File: src/design/npd_pkg.sv
// Shared types and constants for the nearest-point-in-direction block.
`timescale 1ns / 1ps

package npd_pkg;

  localparam int CoordW = 16;           // signed Q8.8 coordinate
  localparam int DistW  = CoordW + 1;   // running best distance, all ones = none
  localparam int TolW   = 10;           // tie tolerance, unsigned Q2.8
  localparam int IdxW   = 10;           // reported point index
  localparam int CfgIdxW  = 2;
  localparam int CfgDataW = 16;

  typedef enum logic [1:0] {
    DirLeft   = 2'd0,
    DirRight  = 2'd1,
    DirTop    = 2'd2,
    DirBottom = 2'd3
  } dir_e;

  typedef enum logic [CfgIdxW-1:0] {
    CfgDirection = 2'd0,
    CfgOrdered   = 2'd1,
    CfgReference = 2'd2,
    CfgTolerance = 2'd3
  } cfg_idx_e;

  // One classified point as it travels from front to back.
  typedef struct packed {
    logic signed [CoordW-1:0] coord;     // coordinate on the selected axis
    logic [CoordW-1:0]        distance;  // coord - reference, valid when dist_pos
    logic                     dist_pos;  // distance strictly positive
    logic                     keep_max;  // tie keeps largest coordinate
    logic                     ordered;   // stop at first point farther than best plus tolerance
    logic [TolW-1:0]          tol;
    logic                     last;
  } item_t;

endpackage

File: src/design/nearest_point_in_direction_core.sv
// Top level of the nearest-point-in-direction search block.
`timescale 1ns / 1ps

// Usage
//   Input channel: one point per transfer (point_x_i, point_y_i, last_point_i),
//   accepted when in_valid_i is high and in_stall_o is low. last_point_i marks
//   the final point of a list.
//   Output channel: one result per list (found_o, point_index_o), presented
//   with out_valid_o and held until a cycle with out_stall_i low.
//   Config channel: cfg_index_i selects direction (0), ordered mode (1),
//   reference coordinate (2) or tie tolerance (3); cfg_ready_o is always high.
//   Write it only while no list is in flight.
// Timing
//   One point per cycle sustained while the queue is not full. A point enters
//   the 4-entry queue on its transfer edge, is examined by the back end at the
//   queue head, and for a list end the result register loads when it is popped.
//   The front classifies in the accept cycle; the back does one compare set
//   against the running best per cycle, unless a list end waits on the result.
// Stall and reset
//   While a result waits under out_stall_i, non-final points keep flowing; only
//   the next list end waits, and in_stall_o rises once the queue fills.
//   Reset clears config and control registers, empties the queue and the search.

module nearest_point_in_direction_core #(
  parameter int MAX_POINTS = 1024
) (
  input  logic                              clk_i,
  input  logic                              rst_ni,
  input  logic                              in_valid_i,
  output logic                              in_stall_o,
  input  logic signed [npd_pkg::CoordW-1:0] point_x_i,
  input  logic signed [npd_pkg::CoordW-1:0] point_y_i,
  input  logic                              last_point_i,
  output logic                              out_valid_o,
  input  logic                              out_stall_i,
  output logic                              found_o,
  output logic [npd_pkg::IdxW-1:0]          point_index_o,
  input  logic                              cfg_valid_i,
  output logic                              cfg_ready_o,
  input  logic [npd_pkg::CfgIdxW-1:0]       cfg_index_i,
  input  logic [npd_pkg::CfgDataW-1:0]      cfg_data_i
);

  npd_pkg::item_t item;
  npd_pkg::item_t head;
  logic           q_empty;
  logic           q_full;
  logic           q_push;
  logic           q_pop;

  assign cfg_ready_o = 1'b1;
  assign in_stall_o  = q_full;
  assign q_push      = in_valid_i && !q_full;

  npd_front u_front (
    .clk_i        (clk_i),
    .rst_ni       (rst_ni),
    .cfg_valid_i  (cfg_valid_i),
    .cfg_index_i  (cfg_index_i),
    .cfg_data_i   (cfg_data_i),
    .point_x_i    (point_x_i),
    .point_y_i    (point_y_i),
    .last_point_i (last_point_i),
    .item_o       (item)
  );

  npd_queue #(
    .DEPTH (4)
  ) u_queue (
    .clk_i       (clk_i),
    .rst_ni      (rst_ni),
    .push_i      (q_push),
    .push_data_i (item),
    .pop_i       (q_pop),
    .head_o      (head),
    .empty_o     (q_empty),
    .full_o      (q_full)
  );

  npd_back #(
    .MAX_POINTS (MAX_POINTS)
  ) u_back (
    .clk_i         (clk_i),
    .rst_ni        (rst_ni),
    .head_i        (head),
    .head_valid_i  (!q_empty),
    .pop_o         (q_pop),
    .out_stall_i   (out_stall_i),
    .out_valid_o   (out_valid_o),
    .found_o       (found_o),
    .point_index_o (point_index_o)
  );

  // a miss always reports index zero
  assert property (@(posedge clk_i) disable iff (!rst_ni)
    out_valid_o && !found_o |-> point_index_o == '0)
    else $error("result without a hit carries a nonzero index");

  // a new result only appears after a list end left the queue
  assert property (@(posedge clk_i) disable iff (!rst_ni)
    $rose(out_valid_o) |-> $past(q_pop && head.last))
    else $error("result raised without a list end");

  // a taken result with no list end behind it leaves the output empty
  assert property (@(posedge clk_i) disable iff (!rst_ni)
    out_valid_o && !out_stall_i && !(q_pop && head.last) |=> !out_valid_o)
    else $error("result repeated after transfer");

  // nothing is popped from an empty queue
  assert property (@(posedge clk_i) disable iff (!rst_ni)
    q_pop |-> !q_empty)
    else $error("back end popped an empty queue");

endmodule

File: src/design/npd_front.sv
// Front end: configuration registers, point intake and distance classification.
`timescale 1ns / 1ps

module npd_front (
  input  logic                         clk_i,
  input  logic                         rst_ni,
  input  logic                         cfg_valid_i,
  input  logic [npd_pkg::CfgIdxW-1:0]  cfg_index_i,
  input  logic [npd_pkg::CfgDataW-1:0] cfg_data_i,
  input  logic signed [npd_pkg::CoordW-1:0] point_x_i,
  input  logic signed [npd_pkg::CoordW-1:0] point_y_i,
  input  logic                         last_point_i,
  output npd_pkg::item_t               item_o
);

  npd_pkg::dir_e                     dir_q, dir_d;
  logic                              ordered_q, ordered_d;
  logic signed [npd_pkg::CoordW-1:0] ref_q, ref_d;
  logic [npd_pkg::TolW-1:0]          tol_q, tol_d;

  logic signed [npd_pkg::CoordW-1:0] coord;
  logic signed [npd_pkg::DistW-1:0]  diff;

  always_comb begin
    dir_d     = dir_q;
    ordered_d = ordered_q;
    ref_d     = ref_q;
    tol_d     = tol_q;
    if (cfg_valid_i) begin
      case (npd_pkg::cfg_idx_e'(cfg_index_i))
        npd_pkg::CfgDirection: dir_d     = npd_pkg::dir_e'(cfg_data_i[1:0]);
        npd_pkg::CfgOrdered:   ordered_d = cfg_data_i[0];
        npd_pkg::CfgReference: ref_d     = cfg_data_i[npd_pkg::CoordW-1:0];
        npd_pkg::CfgTolerance: tol_d     = cfg_data_i[npd_pkg::TolW-1:0];
        default: ;
      endcase
    end
  end

  always_ff @(posedge clk_i or negedge rst_ni) begin
    if (!rst_ni) begin
      dir_q     <= npd_pkg::DirLeft;
      ordered_q <= 1'b0;
      ref_q     <= '0;
      tol_q     <= '0;
    end else begin
      dir_q     <= dir_d;
      ordered_q <= ordered_d;
      ref_q     <= ref_d;
      tol_q     <= tol_d;
    end
  end

  // axis select and signed distance, one bit wider than the coordinate
  always_comb begin
    coord = (dir_q inside {npd_pkg::DirTop, npd_pkg::DirBottom}) ? point_y_i : point_x_i;
    diff  = {coord[npd_pkg::CoordW-1], coord} - {ref_q[npd_pkg::CoordW-1], ref_q};

    item_o.coord    = coord;
    item_o.distance = diff[npd_pkg::CoordW-1:0];
    item_o.dist_pos = !diff[npd_pkg::DistW-1] && (diff != '0);
    item_o.keep_max = dir_q inside {npd_pkg::DirRight, npd_pkg::DirTop};
    item_o.ordered  = ordered_q;
    item_o.tol      = tol_q;
    item_o.last     = last_point_i;
  end

endmodule

File: src/design/npd_queue.sv
// Small register FIFO that decouples the front end from the search back end.
`timescale 1ns / 1ps

module npd_queue #(
  parameter int DEPTH = 4
) (
  input  logic           clk_i,
  input  logic           rst_ni,
  input  logic           push_i,
  input  npd_pkg::item_t push_data_i,
  input  logic           pop_i,
  output npd_pkg::item_t head_o,
  output logic           empty_o,
  output logic           full_o
);

  localparam int PtrW = (DEPTH > 1) ? $clog2(DEPTH) : 1;
  localparam int CntW = $clog2(DEPTH + 1);

  npd_pkg::item_t    mem_q [DEPTH];
  logic [PtrW-1:0]   wr_ptr_q, wr_ptr_d;
  logic [PtrW-1:0]   rd_ptr_q, rd_ptr_d;
  logic [CntW-1:0]   cnt_q, cnt_d;

  assign empty_o = (cnt_q == '0);
  assign full_o  = (cnt_q == CntW'(DEPTH));
  assign head_o  = mem_q[rd_ptr_q];

  always_comb begin
    wr_ptr_d = wr_ptr_q;
    rd_ptr_d = rd_ptr_q;
    cnt_d    = cnt_q;
    if (push_i) begin
      wr_ptr_d = (wr_ptr_q == PtrW'(DEPTH - 1)) ? '0 : wr_ptr_q + 1'b1;
    end
    if (pop_i) begin
      rd_ptr_d = (rd_ptr_q == PtrW'(DEPTH - 1)) ? '0 : rd_ptr_q + 1'b1;
    end
    if (push_i && !pop_i) begin
      cnt_d = cnt_q + 1'b1;
    end else if (pop_i && !push_i) begin
      cnt_d = cnt_q - 1'b1;
    end
  end

  always_ff @(posedge clk_i or negedge rst_ni) begin
    if (!rst_ni) begin
      wr_ptr_q <= '0;
      rd_ptr_q <= '0;
      cnt_q    <= '0;
    end else begin
      wr_ptr_q <= wr_ptr_d;
      rd_ptr_q <= rd_ptr_d;
      cnt_q    <= cnt_d;
    end
  end

  always_ff @(posedge clk_i) begin
    if (push_i) begin
      mem_q[wr_ptr_q] <= push_data_i;
    end
  end

endmodule

File: src/design/npd_back.sv
// Back end: running best search, list position count and result register.
`timescale 1ns / 1ps

module npd_back #(
  parameter int MAX_POINTS = 1024
) (
  input  logic                        clk_i,
  input  logic                        rst_ni,
  input  npd_pkg::item_t              head_i,
  input  logic                        head_valid_i,
  output logic                        pop_o,
  input  logic                        out_stall_i,
  output logic                        out_valid_o,
  output logic                        found_o,
  output logic [npd_pkg::IdxW-1:0]    point_index_o
);

  localparam int PosW = $clog2(MAX_POINTS);
  localparam int CntW = $clog2(MAX_POINTS + 1);

  logic [npd_pkg::DistW-1:0]          best_dist_q, best_dist_d;
  logic signed [npd_pkg::CoordW-1:0]  best_coord_q, best_coord_d;
  logic [PosW-1:0]                    best_pos_q, best_pos_d;
  logic                               have_best_q, have_best_d;
  logic                               stopped_q, stopped_d;
  logic [CntW-1:0]                    count_q, count_d;
  logic                               out_valid_q, out_valid_d;
  logic                               found_q, found_d;
  logic [npd_pkg::IdxW-1:0]           index_q, index_d;

  logic                               in_range;
  logic [npd_pkg::DistW-1:0]          dist_ext;
  logic [npd_pkg::DistW-1:0]          excess;
  logic                               better_coord;
  logic [PosW+npd_pkg::IdxW-1:0]      pos_ext;

  // a list end can only retire when the result register is free or being taken
  assign pop_o = head_valid_i && (!head_i.last || !out_valid_q || !out_stall_i);

  always_comb begin
    in_range     = (count_q < CntW'(MAX_POINTS));
    dist_ext     = {1'b0, head_i.distance};
    excess       = dist_ext - best_dist_q;
    better_coord = head_i.keep_max ? (head_i.coord > best_coord_q)
                                   : (head_i.coord < best_coord_q);

    best_dist_d  = best_dist_q;
    best_coord_d = best_coord_q;
    best_pos_d   = best_pos_q;
    have_best_d  = have_best_q;
    stopped_d    = stopped_q;
    count_d      = count_q;
    found_d      = found_q;
    index_d      = index_q;
    pos_ext      = '0;
    out_valid_d  = out_valid_q && out_stall_i;

    if (pop_o) begin
      if (!stopped_q && in_range && head_i.dist_pos) begin
        if (!have_best_q || (dist_ext < best_dist_q)) begin
          best_dist_d  = dist_ext;
          best_coord_d = head_i.coord;
          best_pos_d   = count_q[PosW-1:0];
          have_best_d  = 1'b1;
        end else if (excess <= npd_pkg::DistW'(head_i.tol)) begin
          if (better_coord) begin
            best_coord_d = head_i.coord;
            best_pos_d   = count_q[PosW-1:0];
          end
        end else if (head_i.ordered) begin
          stopped_d = 1'b1;
        end
      end
      if (in_range) begin
        count_d = count_q + 1'b1;
      end

      if (head_i.last) begin
        pos_ext     = (PosW + npd_pkg::IdxW)'(best_pos_d);
        out_valid_d = 1'b1;
        found_d     = have_best_d;
        index_d     = have_best_d ? pos_ext[npd_pkg::IdxW-1:0] : '0;
        // back to the idle search state for the next list
        best_dist_d  = '1;
        best_coord_d = '0;
        best_pos_d   = '0;
        have_best_d  = 1'b0;
        stopped_d    = 1'b0;
        count_d      = '0;
      end
    end
  end

  always_ff @(posedge clk_i or negedge rst_ni) begin
    if (!rst_ni) begin
      best_dist_q  <= '1;
      best_coord_q <= '0;
      best_pos_q   <= '0;
      have_best_q  <= 1'b0;
      stopped_q    <= 1'b0;
      count_q      <= '0;
      out_valid_q  <= 1'b0;
    end else begin
      best_dist_q  <= best_dist_d;
      best_coord_q <= best_coord_d;
      best_pos_q   <= best_pos_d;
      have_best_q  <= have_best_d;
      stopped_q    <= stopped_d;
      count_q      <= count_d;
      out_valid_q  <= out_valid_d;
    end
  end

  always_ff @(posedge clk_i) begin
    found_q <= found_d;
    index_q <= index_d;
  end

  assign out_valid_o   = out_valid_q;
  assign found_o       = found_q;
  assign point_index_o = index_q;

endmodule
File: config.mk
export PLATFORM = sky130hd
export DESIGN_NAME = nearest_point_in_direction_core
export DESIGN_NICKNAME = d
export VERILOG_FILES = /design/src/design/npd_pkg.sv /design/src/design/nearest_point_in_direction_core.sv /design/src/design/npd_front.sv /design/src/design/npd_queue.sv /design/src/design/npd_back.sv
export SDC_FILE = /design/constraint.sdc
export NUM_CORES = 1
export LEC_CHECK = 0
export BUFFER_PORTS_ARGS = -buffer_cell sky130_fd_sc_hd__buf_2
export CORE_MARGIN = 3
export CORE_UTILIZATION = 40
export CTS_CLUSTER_DIAMETER = 30
export CTS_CLUSTER_SIZE = 28
export DETAILED_ROUTE_END_ITERATION = 7
export PLACE_DENSITY = 0.61
export SLEW_MARGIN = 40
export SYNTH_ARGS = -nofsm -noshare
export SYNTH_HDL_FRONTEND = slang
export SYNTH_SLANG_ARGS = --single-unit
File: constraint.sdc
create_clock -name clk_i -period 8.58 [get_ports clk_i]
set_clock_uncertainty 0.1 [all_clocks]
set_input_delay 0 -clock clk_i [delete_from_list [all_inputs] [get_ports clk_i]]
set_output_delay 0 -clock clk_i [all_outputs]
set_load 0.05 [all_outputs]
==> reports/results.ini, run 1 <==
[clocking]
cts_max_level = 3
ctsRootBufferMaster = clkbuf_16
insertion_delay_ns = 0.55
cts.sinks = 288
cts-resized-gates = 0
postCtsSetupBuffers = 0
cts_made_buffers = 67
cts_hold_buffers = 59
cts_tree = yes
cts.clk_slew.worst_paths_ns = 0.04
cts.path.max_buffers = 3

[yosys]
synth_ff_type = edfxtp_1
ys_seq_area_frac = 0.608
synthTopCellsByArea = edfxtp_1 (43%), dfrtp_1 (14%), mux4_2 (7.7%)
ys_ff_latch = 288
ys_warn_count = 0
synth_cell_types = 68
yosysTopAreaCell = edfxtp_1
syn-cell-area_um2 = 13500
synth_top_area_frac = 0.434
syn-mean-instance-area_um2 = 14.5
syn_inst = 930
async_reset_ff_frac = 0.323
syn-num-nets = 1057
synth_edf_count = 195

[finish]
instances_no_fill = 1606
diodes = 0
multi_input_area_um2 = 4910
area_growth_pct = 28.9
final_cell_mix = edfxtp_1 (195), inv_1 (74), dfrtp_1 (74)
nFillCells = 2765
final_common_cell = edfxtp_1
regArea_um2 = 8210
drive_gt1_frac = 0.277
design_area_um2 = 17400
nets = 1238

[critical_path]
path_class = register to register
worstSetupStartpointType = register
critPathSlowestCell = dfrtp_4
crit_chain = mux4_2, inv_1, ha_1, fa_1, and3b_1, a211oi_1, o21ai_1, a211oi_1, xnor2_1, ha_1, a21oi_1, o21ai_0, a21oi_1, a21oi_1, a211oi_1, nand4_1, o31ai_2, nor2b_2, a22o_1
critical_path.max_stage_delay_ns = 0.71
arrival_ns = 5.90
crit_path_max_fanout = 21
end_kind = register
worstPathRequired_ns = 8.89

[die]
die_x_um = 190
start_util = 0.410
io_pins = 70
rows = 66
die_area_um2 = 36000
core_um2 = 32900
die_y_um = 190

[run]
max_cap_violations = 0

[route]
antenna_left = 0
via_per_inst = 5.19
wl_per_cell_um = 18.4
drt_first_pass_iters = 6
drc = 0
vias = 8329
drt_wl_total_um = 29500
first_iter_violations = 500

[global_routing]
grt_max_degree = 47
grt.total_usage = 0.167
grt_antenna_before_repair = 0
grt_pass1_wl_um = 47100
grt_pass1_vias = 8682
grt_overflow = 0

[outcome]
run_status = completed

[sta]
tightest_slew_ns = 0.767
setup_violations = 0
period_share = 0.652
timing.fmax_mhz = 179
slew_viol_final = 0
finalHoldViolations = 0
rsz0062_at_grt = false
fin_tns_setup_ns = 0
maxSlewHeadroom = 0.489
setup_slack_ns = 2.99
finalHoldWorstSlack_ns = 0.0292
min_period_ns = 5.59

[power_and_ir_drop]
peakVddDrop_mv = 0.190
power_leakage_nw = 6.95
power_density_nw_per_um2 = 433

[placement]
placedCellCount = 1425
dp_hpwl_um = 18900
port_buffers = 68
placed_cell_area_um2 = 14400
routabilityCongestion = 0.829
place_ws_ns = 2.74

[hold_path]
hp-class = input port to register

## area by class of cell
type                    count  area share
inverters                  74      0.0160
flip-flops and latches    288       0.472
multi-input cells         540       0.282
clock buffers              82       0.104
clock inverters            40      0.0338
well taps                 442      0.0318
repair buffers            140      0.0606
## through the flow
step	power, mW	util
after CTS	7.61	0.529
after floorplan	4.19	-
final	7.54	0.529
after global routing	8.02	0.529
after detailed placement	4.89	0.438
after global placement	4.84	0.436
## kinds of logic (layout without fill, tap and decap cells)
kind of cell	after synthesis	after routing	share of synthesized area
muxes	96	96	0.118
and+or+nand+nor	168	168	0.0667
xor gates and xnor gates	24	24	0.0156
other	1	1	0.000278
AOI/OAI and AO/OA	180	180	0.0938
DFF	288	288	0.608
buffers and inverters	102	336	0.0301
adders and majority gates	71	71	0.0675
## synthesized netlist by cell type (all sizes together) (8+ instances only)
| master | n |
|---|---|
| buf | 14 |
| a22o | 37 |
| nand4 | 12 |
| nor3 | 22 |
| nand2 | 25 |
| ha | 68 |
| mux2 | 44 |
| inv | 74 |
| xor2 | 10 |
| nand3 | 10 |
| edfxtp | 195 |
| or3 | 12 |
| nor2 | 37 |
| clkbuf | 14 |
| xnor2 | 14 |
| dfrtp | 76 |
| a21oi | 44 |
| and2 | 10 |
| o21a | 8 |
| a21o | 11 |
| dfstp | 17 |
| o21ai | 28 |
| mux4 | 46 |
| a211oi | 11 |
## power breakdown
group          switching, mW  internal [mW]  total [mW]  leakage [nW]
Sequential             0.174           1.98        2.16          2.94
Clock                  0.816           1.81        2.63          1.15
Combinational           1.63           1.12        2.75          2.86
Total                   2.62           4.92        7.54          6.95
## final timing paths
path / from / end / slack (ns) / depth (start not counted)
max: u_queue.rd_ptr_q[0] / u_back.point_index_o[9] / 2.99 / 19
min reg2reg: u_back.best_dist_q[5] / u_back.best_dist_q[5] / 0.38 / 2
min in group asynchronous: rst_ni / u_back.best_pos_q[5] / 0.43 / 4
min: cfg_valid_i / u_front.ref_q[11] / 0.03 / 3
max in group asynchronous: rst_ni / u_back.best_dist_q[3] / 7.40 / 4
max reg2reg: u_queue.rd_ptr_q[0] / u_back.point_index_o[9] / 2.99 / 19
## critical path, delay by kind of cell, from the launching register on
kind / cells / cell delay (ns)
AOI/OAI and AO/OA: 10 / 2.24
and+or+nand+nor: 3 / 0.92
DFF: 1 / 0.71
adders and majority gates: 3 / 0.71
muxes: 1 / 0.57
xor gates and xnor gates: 1 / 0.10
buffers and inverters: 1 / 0.07
## registers in the layout, summed over array words and instances (netlist names)
signal                cells
u_queue.wr_ptr_q          2
u_back.best_coord_q      16
u_front.dir_q             2
u_back.have_best_q        1
u_back.best_pos_q        10
u_back.out_valid_o        1
u_queue.mem_q           184
u_queue.rd_ptr_q          2
u_front.tol_q            10
u_back.found_o            1
u_back.best_dist_q       17
u_front.ordered_q         1
u_back.count_q           11
u_back.point_index_o     10
u_front.ref_q            16
u_back.stopped_q          1
u_queue.cnt_q             3
## layer usage
metal  up-vias  global-route usage  wire (um)
met5         -                   0          0
met4         0              0.0603        751
li1       3967                   -          -
met2       194               0.259      13600
met3        57              0.0291       1210
met1      4111               0.238      13900
Note: power is estimated with default switching activity, not from simulation.
==> run 2, diff against run 1 <==
- PLACE_DENSITY: 0.61 -> 0.63
- clock period: 8.58 -> 4.7 ns (I/O delays scaled with it)
==> reports/results.ini, run 2 (synthesized netlist as in run 1, its figures left out) <==
[outcome]
run_status = completed  ; unchanged

[sta]
finalHoldViolations = 0  ; unchanged
setup_violations = 0  ; unchanged
tightest_slew_ns = 0.789  ; was 0.767 ns
period_share = 0.995  ; was 0.652
slew_viol_final = 0  ; unchanged
setup_slack_ns = 0.0239  ; was 2.99 ns
timing.fmax_mhz = 214  ; was 179 MHz
rsz0062_at_grt = true  ; was false
min_period_ns = 4.68  ; was 5.59 ns
maxSlewHeadroom = 0.474  ; was 0.489

[clocking]
cts_made_buffers = 55  ; was 67
cts.sinks = 288  ; unchanged
cts_tree = yes  ; unchanged
cts.clk_slew.worst_paths_ns = 0.05  ; was 0.04 ns
ctsRootBufferMaster = clkbuf_16  ; unchanged
insertion_delay_ns = 0.57  ; was 0.55 ns
cts.path.max_buffers = 3  ; unchanged
cts_max_level = 2  ; was 3

[global_routing]
grt_max_degree = 48  ; was 47
grt_antenna_before_repair = 0  ; unchanged
grt_pass1_wl_um = 47800  ; was 47100 um
grt_pass1_vias = 8892  ; was 8682
grt_overflow = 0  ; unchanged
grt.total_usage = 0.168  ; was 0.167

[finish]
diodes = 0  ; unchanged
reg_top3 = u_queue.mem_q x184, u_back.best_dist_q x17  ; unchanged
regMostFlops = u_queue.mem_q  ; unchanged
final_cell_mix = edfxtp_1 (195), dfrtp_1 (74), inv_1 (72)  ; was edfxtp_1 (195), inv_1 (74), dfrtp_1 (74)
nFillCells = 2739  ; was 2765
drive_gt1_frac = 0.317  ; was 0.277
nets = 1275  ; was 1238
final_common_cell = edfxtp_1  ; unchanged
largest_reg_flops = 184  ; unchanged
area_growth_pct = 29.3  ; was 28.9%
utilization = 0.531  ; was 0.529

[route]
via_per_inst = 5.21  ; was 5.19
drt_first_pass_iters = 5  ; was 6
vias = 8531  ; was 8329
drc = 0  ; unchanged
drt_wl_total_um = 29600  ; was 29500 um
antenna_left = 0  ; unchanged
wl_per_cell_um = 18.1  ; was 18.4 um
first_iter_violations = 487  ; was 500

[critical_path]
arrival_ns = 5.01  ; was 5.90 ns
worstSetupStartpointType = register  ; unchanged
critical_path.max_stage_delay_ns = 0.53  ; was 0.71 ns
path_depth = 21  ; was 19
path_class = register to register  ; unchanged
r2r_setup_slack_ns = 0.02  ; was 2.99 ns
end_kind = register  ; unchanged
timing.critical_path.buf_inv = 5  ; was 1
ff2ff_path_depth = 21  ; was 19
worstReg2RegEnd = u_back.best_coord_q[9]  ; was u_back.point_index_o[9]
critPathSlowestCell = dfrtp_4  ; unchanged
crit_path_max_fanout = 26  ; was 21
worstPathRequired_ns = 5.04  ; was 8.89 ns
crit_family = compound AO/OA/AOI/OAI gates  ; unchanged
rr_startpoint = u_queue.rd_ptr_q[0]  ; unchanged
crit_chain = buf_4, buf_6, mux4_2, ha_4, and2_4, a31o_4, or3_4, a21oi_2, xnor2_1, ha_1, nand3_2, nor4_4, a21oi_2, a211oi_2, nand4_1, o31ai_4, buf_6, buf_4, o21ai_2, buf_12, a22o_1  ; was mux4_2, inv_1, ha_1, fa_1, and3b_1, a211oi_1, o21ai_1, a211oi_1, xnor2_1, ha_1, a21oi_1, o21ai_0, a21oi_1, a21oi_1, a211oi_1, nand4_1, o31ai_2, nor2b_2, a22o_1

[placement]
dp_hpwl_um = 19500  ; was 18900 um
routabilityCongestion = 0.816  ; was 0.829
place_ws_ns = -0.239  ; was 2.74 ns
port_buffers = 68  ; unchanged

[die]
io_pins = 70  ; unchanged
die_area_um2 = 36000  ; unchanged
core_um2 = 32900  ; unchanged
rows = 66  ; unchanged
die_y_um = 190  ; unchanged
die_x_um = 190  ; unchanged
start_util = 0.410  ; unchanged

[power_and_ir_drop]
power_density_nw_per_um2 = 776  ; was 433 nW/um^2
power_leakage_nw = 6.97  ; was 6.95 nW
peakVddDrop_mv = 0.396  ; was 0.190 mV

[hold_path]
hp-class = input port to register  ; unchanged
hp-start = cfg_valid_i  ; unchanged
hold_path_depth = 3  ; unchanged
hold_end = u_front.ref_q[14]  ; was u_front.ref_q[11]

[run]
max_cap_violations = 0  ; unchanged

run 2: cell count changes in the layout (fill, tap and decap cells not counted), sizes merged:
| cell | before | now |
|---|---|---|
| buf | 82 | 134 |
| bufinv | 10 | 4 |
| clkbuf | 82 | 70 |
| clkinv | 21 | 20 |
| clkinvlp | 4 | 6 |
| dlygate4sd3 | 58 | 55 |
| inv | 79 | 77 |
run 2: tightest hold or removal path, delay by kind of cell:
| kind | cells | cell delay, ns |
|---|---|---|
| buffers and inverters | 1 | 0.12 |
| muxes | 1 | 0.22 |
| and+or+nand+nor | 1 | 0.31 |
run 2: worst max-delay path by stage:
stage	start	to	slack (ns)
3_3_place_gp	u_queue.rd_ptr_q[0]	u_back.point_index_o[1]	-0.21
4_1_cts	u_queue.rd_ptr_q[0]	u_back.best_coord_q[9]	0.005
6_report	u_queue.rd_ptr_q[0]	u_back.best_coord_q[9]	0.02
3_5_place_dp	u_queue.rd_ptr_q[0]	u_back.point_index_o[3]	-0.24
2_1_floorplan	u_queue.rd_ptr_q[0]	u_back.best_pos_q[2]	0.01
5_1_grt	u_queue.rd_ptr_q[0]	u_back.best_coord_q[9]	-0.23
run 2: routing by layer:
layer | up-vias | track usage | share of wire
met5 | - | 0 | 0
met4 | 0 | 0.0512 | 0.021
met3 | 43 | 0.0315 | 0.045
met2 | 205 | 0.271 | 0.47
met1 | 4245 | 0.233 | 0.46
li1 | 4038 | - | -
run 2: power by group:
group | total [mW] | switching [mW] | internal (mW)
Clock | 3.75 | 1.29 | 2.45
Sequential | 3.87 | 0.254 | 3.61
Combinational | 5.91 | 3.29 | 2.62
run 2: cell type report:
cell class | count | area [um^2] | share of cell area
flip-flops and latches | 288 | 8210 | 0.471
multi-input cells | 540 | 5060 | 0.290
repair buffers | 189 | 1520 | 0.0870
clock buffers | 70 | 1470 | 0.0845
well taps | 442 | 553 | 0.0317
clock inverters | 33 | 352 | 0.0202
inverters | 74 | 278 | 0.0159
run 2: what timing repair did:
action,CTS,global route
cloned,2,0
setup endpoints to repair,36,40
buffers inserted,6,4
pin swaps,13,16
hold buffers,56,0
endpoints found under the hold margin,145,0
gates resized for setup,23,15
run 2: metrics by stage:
step           std cells  hold WS (ns)  area [um^2]  TNS, ns  power, mW
6_report            1636        0.0217        17400        0       13.5
3_3_place_gp        1464       -0.0247        14700    -2.27       9.23
2_1_floorplan        930        -0.396        13500        0       7.70
3_5_place_dp        1464       -0.0200        14700    -3.11       9.32
5_1_grt             1636        0.0381        17400    -6.25       14.4
4_1_cts             1631       0.00323        17300        0       13.5
